`src/rtl/cfm_pkg.sv`:
```
// cfm_pkg: shared constants, codes and controller/datapath interface types
// for the capture frequency meter. No dependencies.

package cfm_pkg;

	// fixed field and register widths
	localparam int REF_W      = 25;
	localparam int AHB_W      = 4;
	localparam int APB_W      = 3;
	localparam int HZ_W       = 18;
	localparam int OP_W       = 2;
	localparam int CAPIN_W    = 16;
	localparam int STAT_W     = 2;
	localparam int CFG_IDX_W  = 3;
	localparam int CFG_DATA_W = 25;

	// parameter defaults
	localparam int CAPTURES_DEF          = 16;
	localparam int EDGES_PER_CAPTURE_DEF = 8;
	localparam int ATTEMPTS_DEF          = 3;
	localparam int COUNTER_BITS_DEF      = 16;

	// register indexes
	localparam logic [CFG_IDX_W-1:0] REG_REF_CLK   = 3'd0;
	localparam logic [CFG_IDX_W-1:0] REG_AHB_CODE  = 3'd1;
	localparam logic [CFG_IDX_W-1:0] REG_APB2_CODE = 3'd2;
	localparam logic [CFG_IDX_W-1:0] REG_NOMINAL   = 3'd3;
	localparam logic [CFG_IDX_W-1:0] REG_BAND_LOW  = 3'd4;
	localparam logic [CFG_IDX_W-1:0] REG_BAND_HIGH = 3'd5;

	// register reset values
	localparam logic [REF_W-1:0] REF_CLK_RST   = 25'd2097000;
	localparam logic [AHB_W-1:0] AHB_CODE_RST  = 4'd0;
	localparam logic [APB_W-1:0] APB2_CODE_RST = 3'd0;
	localparam logic [HZ_W-1:0]  NOMINAL_RST   = 18'd37000;
	localparam logic [HZ_W-1:0]  BAND_LOW_RST  = 18'd20000;
	localparam logic [HZ_W-1:0]  BAND_HIGH_RST = 18'd70000;

	// request operations
	localparam logic [OP_W-1:0] OP_START   = 2'd0;
	localparam logic [OP_W-1:0] OP_CAPTURE = 2'd1;
	localparam logic [OP_W-1:0] OP_WRAP    = 2'd2;
	localparam logic [OP_W-1:0] OP_MISS    = 2'd3;

	// result status codes
	localparam logic [STAT_W-1:0] ST_MEASURED    = 2'd0;
	localparam logic [STAT_W-1:0] ST_OUT_OF_BAND = 2'd1;
	localparam logic [STAT_W-1:0] ST_FAILED      = 2'd2;
	localparam logic [STAT_W-1:0] ST_CACHED      = 2'd3;

	// result source select
	localparam logic [1:0] SEL_CACHE    = 2'd0;
	localparam logic [1:0] SEL_NOMINAL  = 2'd1;
	localparam logic [1:0] SEL_MEASURED = 2'd2;

	typedef struct packed {
		logic              clr_sum;
		logic              load_prev;
		logic              acc_diff;
		logic              tclk_load;
		logic              num_load;
		logic              div_step;
		logic              out_load;
		logic [1:0]        out_sel;
		logic [STAT_W-1:0] out_status;
	} cfm_cmd_t;

	typedef struct packed {
		logic sum_zero;
		logic div_last;
		logic in_band;
	} cfm_stat_t;

endpackage

```
`src/rtl/cfm_ctrl.sv`:
```
// cfm_ctrl: measurement sequencer, attempt/capture/wrap counters, cache flag
// and handshake control. Depends on cfm_pkg.

module cfm_ctrl #(
	parameter int CAPTURES = cfm_pkg::CAPTURES_DEF,
	parameter int ATTEMPTS = cfm_pkg::ATTEMPTS_DEF
) (
	input  logic                      clk,
	input  logic                      arst_n,
	input  logic                      in_valid,
	output logic                      in_ready,
	input  logic [cfm_pkg::OP_W-1:0]  operation,
	output logic                      out_valid,
	input  logic                      out_ready,
	output cfm_pkg::cfm_cmd_t         cmd,
	input  cfm_pkg::cfm_stat_t        stat
);
	import cfm_pkg::*;

	localparam int CAP_W = $clog2(CAPTURES + 1);
	localparam int ATT_W = $clog2(ATTEMPTS + 1);
	localparam logic [CAP_W-1:0] CAP_LAST = CAP_W'(CAPTURES - 1);
	localparam logic [ATT_W-1:0] ATT_LAST = ATT_W'(ATTEMPTS - 1);

	localparam logic [2:0] S_IDLE  = 3'd0;
	localparam logic [2:0] S_FIRST = 3'd1;
	localparam logic [2:0] S_SUM   = 3'd2;
	localparam logic [2:0] S_TCLK  = 3'd3;
	localparam logic [2:0] S_NUM   = 3'd4;
	localparam logic [2:0] S_DIV   = 3'd5;
	localparam logic [2:0] S_CHECK = 3'd6;

	logic [2:0]       state_q, state_d;
	logic [CAP_W-1:0] cap_q, cap_d;
	logic             wrap_q, wrap_d;
	logic [ATT_W-1:0] att_q, att_d;
	logic             cvalid_q, cvalid_d;
	logic             out_valid_q;
	logic             accepting;
	logic             accept;
	logic             fail;
	logic             begin_att;

	assign accepting = (state_q == S_IDLE) || (state_q == S_FIRST) || (state_q == S_SUM);
	assign in_ready  = accepting && (!out_valid_q || out_ready);
	assign accept    = in_valid && in_ready;
	assign out_valid = out_valid_q;

	always_comb begin
		state_d   = state_q;
		cap_d     = cap_q;
		wrap_d    = wrap_q;
		att_d     = att_q;
		cvalid_d  = cvalid_q;
		cmd       = '0;
		fail      = 1'b0;
		begin_att = 1'b0;
		case (state_q)
			S_IDLE, S_FIRST, S_SUM: begin
				if (accept) begin
					case (operation)
						OP_START: begin
							if (state_q == S_IDLE) begin
								if (cvalid_q) begin
									cmd.out_load   = 1'b1;
									cmd.out_sel    = SEL_CACHE;
									cmd.out_status = ST_CACHED;
								end else begin
									att_d     = '0;
									begin_att = 1'b1;
								end
							end
						end
						OP_CAPTURE: begin
							if (state_q != S_IDLE) begin
								wrap_d        = 1'b0;
								cmd.load_prev = 1'b1;
								if (state_q == S_FIRST) begin
									state_d = S_SUM;
								end else begin
									cmd.acc_diff = 1'b1;
									if (cap_q == CAP_LAST) begin
										state_d = S_TCLK;
									end else begin
										cap_d = cap_q + 1'b1;
									end
								end
							end
						end
						OP_WRAP: begin
							if (state_q != S_IDLE) begin
								if (wrap_q) begin
									fail = 1'b1;
								end else begin
									wrap_d = 1'b1;
								end
							end
						end
						default: begin
							if (state_q != S_IDLE) begin
								fail = 1'b1;
							end
						end
					endcase
				end
			end
			S_TCLK: begin
				if (stat.sum_zero) begin
					fail = 1'b1;
				end else begin
					cmd.tclk_load = 1'b1;
					state_d       = S_NUM;
				end
			end
			S_NUM: begin
				cmd.num_load = 1'b1;
				state_d      = S_DIV;
			end
			S_DIV: begin
				cmd.div_step = 1'b1;
				if (stat.div_last) begin
					state_d = S_CHECK;
				end
			end
			S_CHECK: begin
				cmd.out_load = 1'b1;
				if (stat.in_band) begin
					cmd.out_sel    = SEL_MEASURED;
					cmd.out_status = ST_MEASURED;
				end else begin
					cmd.out_sel    = SEL_NOMINAL;
					cmd.out_status = ST_OUT_OF_BAND;
				end
				cvalid_d = 1'b1;
				state_d  = S_IDLE;
			end
			default: begin
				state_d = S_IDLE;
			end
		endcase

		if (fail) begin
			if (att_q == ATT_LAST) begin
				cmd.out_load   = 1'b1;
				cmd.out_sel    = SEL_NOMINAL;
				cmd.out_status = ST_FAILED;
				cvalid_d       = 1'b1;
				state_d        = S_IDLE;
			end else begin
				att_d     = att_q + 1'b1;
				begin_att = 1'b1;
			end
		end

		if (begin_att) begin
			state_d     = S_FIRST;
			cmd.clr_sum = 1'b1;
			cap_d       = '0;
			wrap_d      = 1'b0;
		end
	end

	always_ff @(posedge clk or negedge arst_n) begin
		if (!arst_n) begin
			state_q     <= S_IDLE;
			cap_q       <= '0;
			wrap_q      <= 1'b0;
			att_q       <= '0;
			cvalid_q    <= 1'b0;
			out_valid_q <= 1'b0;
		end else begin
			state_q  <= state_d;
			cap_q    <= cap_d;
			wrap_q   <= wrap_d;
			att_q    <= att_d;
			cvalid_q <= cvalid_d;
			if (cmd.out_load) begin
				out_valid_q <= 1'b1;
			end else if (out_ready) begin
				out_valid_q <= 1'b0;
			end
		end
	end

endmodule

```
`src/rtl/cfm_dp.sv`:
```
// cfm_dp: configuration registers, capture difference accumulator, timer
// clock scaling, serial restoring divider and result registers.
// Depends on cfm_pkg.

module cfm_dp #(
	parameter int CAPTURES          = cfm_pkg::CAPTURES_DEF,
	parameter int EDGES_PER_CAPTURE = cfm_pkg::EDGES_PER_CAPTURE_DEF,
	parameter int COUNTER_BITS      = cfm_pkg::COUNTER_BITS_DEF
) (
	input  logic                            clk,
	input  logic                            arst_n,
	input  logic                            cfg_write_en,
	input  logic [cfm_pkg::CFG_IDX_W-1:0]   cfg_index,
	input  logic [cfm_pkg::CFG_DATA_W-1:0]  cfg_data,
	input  logic [cfm_pkg::CAPIN_W-1:0]     capture_count,
	input  cfm_pkg::cfm_cmd_t               cmd,
	output cfm_pkg::cfm_stat_t              stat,
	output logic [cfm_pkg::HZ_W-1:0]        frequency_hz,
	output logic [cfm_pkg::STAT_W-1:0]      result_status
);
	import cfm_pkg::*;

	localparam int EDGES  = EDGES_PER_CAPTURE * CAPTURES;
	localparam int EDGE_W = $clog2(EDGES + 1);
	localparam int SUM_W  = COUNTER_BITS + $clog2(CAPTURES);
	localparam int PROD_W = REF_W + EDGE_W;
	localparam int NUM_W  = ((PROD_W > SUM_W) ? PROD_W : SUM_W) + 1;
	localparam int DCNT_W = $clog2(NUM_W + 1);

	logic [REF_W-1:0]        ref_clk_q;
	logic [AHB_W-1:0]        ahb_code_q;
	logic [APB_W-1:0]        apb2_code_q;
	logic [HZ_W-1:0]         nominal_q;
	logic [HZ_W-1:0]         band_low_q;
	logic [HZ_W-1:0]         band_high_q;

	logic [COUNTER_BITS-1:0] prev_q;
	logic [COUNTER_BITS-1:0] cap_c;
	logic [COUNTER_BITS-1:0] diff;
	logic [SUM_W-1:0]        sum_q;

	logic [3:0]              ahb_shift;
	logic [1:0]              apb_shift;
	logic [REF_W-1:0]        tclk;
	logic [REF_W-1:0]        tclk_q;

	logic [NUM_W-1:0]        quo_q;
	logic [SUM_W-1:0]        rem_q;
	logic [SUM_W:0]          trial;
	logic                    trial_ge;
	logic [DCNT_W-1:0]       div_cnt_q;

	logic [HZ_W-1:0]         cache_q;
	logic [HZ_W-1:0]         freq_q;
	logic [STAT_W-1:0]       status_q;
	logic [HZ_W-1:0]         out_freq;

	// configuration
	always_ff @(posedge clk or negedge arst_n) begin
		if (!arst_n) begin
			ref_clk_q   <= REF_CLK_RST;
			ahb_code_q  <= AHB_CODE_RST;
			apb2_code_q <= APB2_CODE_RST;
			nominal_q   <= NOMINAL_RST;
			band_low_q  <= BAND_LOW_RST;
			band_high_q <= BAND_HIGH_RST;
		end else if (cfg_write_en) begin
			case (cfg_index)
				REG_REF_CLK:   ref_clk_q   <= cfg_data[REF_W-1:0];
				REG_AHB_CODE:  ahb_code_q  <= cfg_data[AHB_W-1:0];
				REG_APB2_CODE: apb2_code_q <= cfg_data[APB_W-1:0];
				REG_NOMINAL:   nominal_q   <= cfg_data[HZ_W-1:0];
				REG_BAND_LOW:  band_low_q  <= cfg_data[HZ_W-1:0];
				REG_BAND_HIGH: band_high_q <= cfg_data[HZ_W-1:0];
				default: begin
				end
			endcase
		end
	end

	// capture differences, wrapped to the counter width
	assign cap_c = COUNTER_BITS'(capture_count);
	assign diff  = cap_c - prev_q;

	always_ff @(posedge clk) begin
		if (cmd.load_prev) begin
			prev_q <= cap_c;
		end
	end

	always_ff @(posedge clk or negedge arst_n) begin
		if (!arst_n) begin
			sum_q <= '0;
		end else if (cmd.clr_sum) begin
			sum_q <= '0;
		end else if (cmd.acc_diff) begin
			sum_q <= sum_q + SUM_W'(diff);
		end
	end

	// timer clock from the bus prescaler codes
	always_comb begin
		ahb_shift = 4'd0;
		if (ahb_code_q[3]) begin
			if (ahb_code_q[2]) begin
				ahb_shift = {2'b00, ahb_code_q[1:0]} + 4'd6;
			end else begin
				ahb_shift = {2'b00, ahb_code_q[1:0]} + 4'd1;
			end
		end
		apb_shift = apb2_code_q[2] ? apb2_code_q[1:0] : 2'd0;
		tclk      = (ref_clk_q >> ahb_shift) >> apb_shift;
	end

	always_ff @(posedge clk) begin
		if (cmd.tclk_load) begin
			tclk_q <= tclk;
		end
	end

	// restoring divider, one quotient bit per cycle
	assign trial    = {rem_q, quo_q[NUM_W-1]};
	assign trial_ge = (trial >= {1'b0, sum_q});

	always_ff @(posedge clk) begin
		if (cmd.num_load) begin
			quo_q <= NUM_W'(tclk_q) * NUM_W'(EDGES) + NUM_W'(sum_q >> 1);
			rem_q <= '0;
		end else if (cmd.div_step) begin
			quo_q <= {quo_q[NUM_W-2:0], trial_ge};
			rem_q <= trial_ge ? SUM_W'(trial - {1'b0, sum_q}) : SUM_W'(trial);
		end
	end

	always_ff @(posedge clk or negedge arst_n) begin
		if (!arst_n) begin
			div_cnt_q <= '0;
		end else if (cmd.num_load) begin
			div_cnt_q <= DCNT_W'(NUM_W);
		end else if (cmd.div_step) begin
			div_cnt_q <= div_cnt_q - 1'b1;
		end
	end

	assign stat.sum_zero = (sum_q == '0);
	assign stat.div_last = (div_cnt_q == DCNT_W'(1));
	assign stat.in_band  = (quo_q >= NUM_W'(band_low_q)) && (quo_q <= NUM_W'(band_high_q));

	// result and cache
	always_comb begin
		case (cmd.out_sel)
			SEL_CACHE:    out_freq = cache_q;
			SEL_NOMINAL:  out_freq = nominal_q;
			SEL_MEASURED: out_freq = quo_q[HZ_W-1:0];
			default:      out_freq = nominal_q;
		endcase
	end

	always_ff @(posedge clk or negedge arst_n) begin
		if (!arst_n) begin
			cache_q <= '0;
		end else if (cmd.out_load) begin
			cache_q <= out_freq;
		end
	end

	always_ff @(posedge clk) begin
		if (cmd.out_load) begin
			freq_q   <= out_freq;
			status_q <= cmd.out_status;
		end
	end

	assign frequency_hz  = freq_q;
	assign result_status = status_q;

endmodule

```
`src/rtl/capture_frequency_meter_unit.sv`:
```
// capture_frequency_meter_unit: top level of the capture frequency meter,
// joining the sequencer (cfm_ctrl) and the datapath (cfm_dp). Uses cfm_pkg.
//
//   channel  | handshake                | payload
//   ---------+--------------------------+-------------------------------
//   in       | in_valid / in_ready      | operation, capture_count
//   out      | out_valid / out_ready    | frequency_hz, result_status
//   cfg      | cfg_write_en             | cfg_index, cfg_data
//
// Start, wrap, miss and non-final capture requests leave the meter ready
// for the next request. The final capture of an attempt starts the result
// computation: the timer clock is scaled, the dividend is formed, the serial
// divider forms the quotient a bit at a time (NUM_W bits, 34 at the defaults),
// and the band is checked, with no request accepted meanwhile.
// A request is taken only while the result register is empty or being read.
// Reset is asynchronous and needs no clearing pass.

module capture_frequency_meter_unit #(
	parameter int CAPTURES          = cfm_pkg::CAPTURES_DEF,
	parameter int EDGES_PER_CAPTURE = cfm_pkg::EDGES_PER_CAPTURE_DEF,
	parameter int ATTEMPTS          = cfm_pkg::ATTEMPTS_DEF,
	parameter int COUNTER_BITS      = cfm_pkg::COUNTER_BITS_DEF
) (
	input  logic                            clk,
	input  logic                            arst_n,
	input  logic                            cfg_write_en,
	input  logic [cfm_pkg::CFG_IDX_W-1:0]   cfg_index,
	input  logic [cfm_pkg::CFG_DATA_W-1:0]  cfg_data,
	input  logic                            in_valid,
	output logic                            in_ready,
	input  logic [cfm_pkg::OP_W-1:0]        operation,
	input  logic [cfm_pkg::CAPIN_W-1:0]     capture_count,
	output logic                            out_valid,
	input  logic                            out_ready,
	output logic [cfm_pkg::HZ_W-1:0]        frequency_hz,
	output logic [cfm_pkg::STAT_W-1:0]      result_status
);
	import cfm_pkg::*;

	cfm_cmd_t  cmd;
	cfm_stat_t stat;

	cfm_ctrl #(
		.CAPTURES (CAPTURES),
		.ATTEMPTS (ATTEMPTS)
	) u_ctrl (
		.clk       (clk),
		.arst_n    (arst_n),
		.in_valid  (in_valid),
		.in_ready  (in_ready),
		.operation (operation),
		.out_valid (out_valid),
		.out_ready (out_ready),
		.cmd       (cmd),
		.stat      (stat)
	);

	cfm_dp #(
		.CAPTURES          (CAPTURES),
		.EDGES_PER_CAPTURE (EDGES_PER_CAPTURE),
		.COUNTER_BITS      (COUNTER_BITS)
	) u_dp (
		.clk           (clk),
		.arst_n        (arst_n),
		.cfg_write_en  (cfg_write_en),
		.cfg_index     (cfg_index),
		.cfg_data      (cfg_data),
		.capture_count (capture_count),
		.cmd           (cmd),
		.stat          (stat),
		.frequency_hz  (frequency_hz),
		.result_status (result_status)
	);

endmodule

```
`config.mk`:
```
export PLATFORM = sky130hd
export DESIGN_NAME = capture_frequency_meter_unit
export DESIGN_NICKNAME = d
export VERILOG_FILES = /design/src/rtl/cfm_pkg.sv /design/src/rtl/cfm_ctrl.sv /design/src/rtl/cfm_dp.sv /design/src/rtl/capture_frequency_meter_unit.sv
export SDC_FILE = /design/constraint.sdc
export NUM_CORES = 1
export LEC_CHECK = 0
export BUFFER_PORTS_ARGS = -buffer_cell sky130_fd_sc_hd__buf_2
export CORE_ASPECT_RATIO = 0.7
export CORE_UTILIZATION = 60
export DETAILED_ROUTE_END_ITERATION = 10
export PLACE_DENSITY = 0.78
export SETUP_SLACK_MARGIN = 0.02
export SKIP_CTS_REPAIR_TIMING = 1
export SLEW_MARGIN = 5
export SYNTH_ARGS = -nofsm -noshare
export SYNTH_HDL_FRONTEND = slang
export SYNTH_HIERARCHICAL = 1
export SYNTH_SLANG_ARGS = --single-unit
```
`constraint.sdc`:
```
create_clock -name clk -period 4.9 [get_ports clk]
set_input_delay 0.245 -clock clk [delete_from_list [all_inputs] [get_ports clk]]
set_output_delay 0.245 -clock clk [all_outputs]
set_load 0.02 [all_outputs]
```
==> metrics <==
status=finished, final reports clean; total CTS buffers=27; I/O Buffers=72; peak supply drop=between 300 and 400 uV; commonest cells in the netlist=128 x nand2_1, 120 x mux2i_1, 112 x dfrtp_1, 110 x mux2_2; Core Rows=50; H-Tree Depth=1; vias in the first global route=11920; worst hold slack=20.33 ps; final cycle utilization of the critical path=86.04%; Ports=73; Hold Startpoint=cfg_data[12]; RSZ-0062 raised after global routing=no; Cells after DPL=1981; first-pass GRT wire length=a little over 60000 microns; pin count of the biggest net entering global routing=95; P&R area growth vs syn=11.02%; clock-pin slew on the worst setup and hold paths=70 ps; PwrDens=approximately 620 nW/um^2; cell taking the most area after synthesis=edfxtp_1; CTS tree=built; Antenna Cells=0; slew of the pin with the lowest slew margin=1149 ps; Cells after Synth=1600; initial antenna violation count=0; area of the die=28110 sq um; Detailed Routing Iterations Pass 1=5; Final nets=1837; CP Data Required Time=5370 ps; number of DRC markers in iteration 0=1024; max cap viols=0; ratio of cells with drive above 1 in the final layout=18.67%; per-cell routed wire length=between 15 and 20 microns; CTS Sinks=~260; Lkg Pwr=7.930 nW; DIE WIDTH=200.0 microns; Tot Pwr=0.01133 W; GR Util All Layers=28.06%; Routed Wire Length=39260 microns; crit path from=u_dp/prev_q[1]; setup slack, reg-to-reg=680 ps; DRC viols=0; dominant cells by area after synthesis=edfxtp_1 17%, dfrtp_1 17%, ha_1 8.0%; TNS Setup=0 ps; GR Overflow Total=0; Detail Route Antenna Nets=0; Synth Register Bits=258; Async S/R FF share, synth=55.43%; area share of the largest cell type after synthesis=17.33%; sequential share of the synthesized area=41.74%; synthesized area=16460 sq um; Clock Path Buffers=3; final hold viol count=0; worst-skew pair later-pin latency=~560 ps; Slew Limit Fails=0; Syn. warnings=6; Worst Path Arrival=approximately 4700 ps; Synthesized Nets=1760; fmax=237.2 MHz; vias=12670; Final Cell Area=18270 sq um; worst rel slew slack=23.01%; CP endpoint kind=register; Initial Util=61.32%; core area=26840 sq um; Setup Crit Path Kind=reg -> reg; ys flop type=dfrtp_1; CTS root buffer=clkbuf_16; Vias per Instance=around 6.1; Vert. Die Dim=140.6 microns; CP max FO=4; Post-Place Cell Area=17080 sq um; Hold Crit Class=in -> reg; worst r2r src=u_dp/prev_q[1]; Startpoint Class=register; setup violators final=0; count leader, synth=nand2_1; final non-filler cell total=2062; Tmin final=4216 ps; Distinct cells, synth=99; GPL Wtd Cong=about 0.9; Post-DP HPWL=roughly 28000 microns; EDFF count, synth=95; Avg Inst Size Synth=10.29 sq um; clock skew=about 17 ps
metal layers:
| metal | GRT usage, % | vias to the layer above | part of all wire [%] |
|---|---|---|---|
| met2 | 41.81 | 474 | 44 |
| li1 | - | 5965 | - |
| met5 | 0 | - | 0 |
| met3 | 4.904 | 63 | 7.1 |
| met4 | 6.027 | 0 | 1.8 |
| met1 | 42.69 | 6170 | 48 |
where the power goes:
| group | internal, W | switching [W] | leakage [nW] | total [W] |
|---|---|---|---|---|
| Clock | 0.00118 | 0.000876 | 0.423 | 0.00206 |
| Combinational | 0.00239 | 0.00313 | 4.73 | 0.00551 |
| Sequential | 0.00312 | 0.000641 | 2.77 | 0.00376 |
state kept, by name, summed over array words and instances (netlist names):
name,cells
u_dp/quo_q,34
u_ctrl/out_valid,1
u_dp/band_high_q,18
u_dp/band_low_q,18
u_dp/rem_q,20
u_dp/cache_q,18
u_ctrl/state_q,3
u_dp/tclk_q,25
u_dp/div_cnt_q,6
u_dp/ref_clk_q,25
u_ctrl/att_q,2
u_ctrl/cap_q,5
u_dp/sum_q,20
u_ctrl/cvalid_q,1
u_dp/nominal_q,18
u_dp/prev_q,16
u_dp/result_status,2
u_dp/ahb_code_q,4
u_dp/apb2_code_q,3
u_ctrl/wrap_q,1
u_dp/frequency_hz,18
worst paths after layout:
| check | cells past startpoint | end |
|---|---|---|
| setup reg to reg | 18 | u_dp/sum_q[17] |
| hold / removal | 3 | u_dp/band_low_q[12] |
| max in group asynchronous | 3 | u_dp/band_low_q[1] |
| min in group asynchronous | 2 | u_dp/cache_q[10] |
| setup / recovery | 18 | u_dp/sum_q[17] |
| hold reg to reg | 1 | u_dp/nominal_q[5] |
layout by cell type, fill, tap and decap left out, types with 11 or more instances in the layout:
master and n:
nand2_1 128, mux2i_1 120, dfrtp_1 112, mux2_2 110, inv_1 108, nor2_1 107
ha_1 105, edfxtp_1 95, a21oi_1 80, o21ai_0 78, buf_2 71, xnor2_1 48
nand3_1 33, dlygate4sd3_1 31, dfstp_2 31, clkbuf_16 27, a21o_1 25, nor3_1 23
a211oi_1 21, dfxtp_1 20, xor2_1 19, nor2b_1 18, nand2b_1 15, buf_4 14
and3_1 12, o211ai_1 12, nor4_1 12, or3_1 11
logic make-up (layout without fill, tap and decap cells):
group / count (synthesis) / in the layout / share of synthesized area, %
xor gates and xnor gates: 68 / 68 / 3.664
DFF: 258 / 258 / 41.74
buffers and inverters: 177 / 275 / 4.668
AOI/OAI and AO/OA: 327 / 327 / 13.33
and+or+nand+nor: 426 / 426 / 12.77
muxes: 235 / 235 / 15.36
adders and majority gates: 109 / 109 / 8.469
stage by stage:
step,utilization [%],worst slack (ps)
2_1_floorplan,-,1126
3_3_place_gp,63.65,1001
3_5_place_dp,63.65,854.8
4_1_cts,66.93,790.2
5_1_grt,68.08,403.0
6_report,68.08,684.1
critical path, cell delays in order, from the launching register on:
cell and delay [ps]:
edfxtp_1 380, inv_1 60, ha_1 260, nor2b_1 110
o21ai_0 120, a21boi_0 380, o211ai_1 250, o2111ai_1 320
nand2_1 130, xnor2_1 230, ha_1 320, a21o_1 200
a211o_1 320, a311oi_1 300, a21oi_1 100, o41ai_2 100
o21bai_1 210, a21o_1 230, a21oi_1 140
area by class of cell:
cell class	count	area, sq um
Multi-Input combinational cell	1165	8879
Fill cell	2008	8566
Sequential cell	258	6870
Timing Repair Buffer	117	782.0
Clock buffer	39	750.7
Tap cell	364	455.4
Inverter	108	405.4
Clock inverter	11	130.1
(Power assumes the default switching activity.)
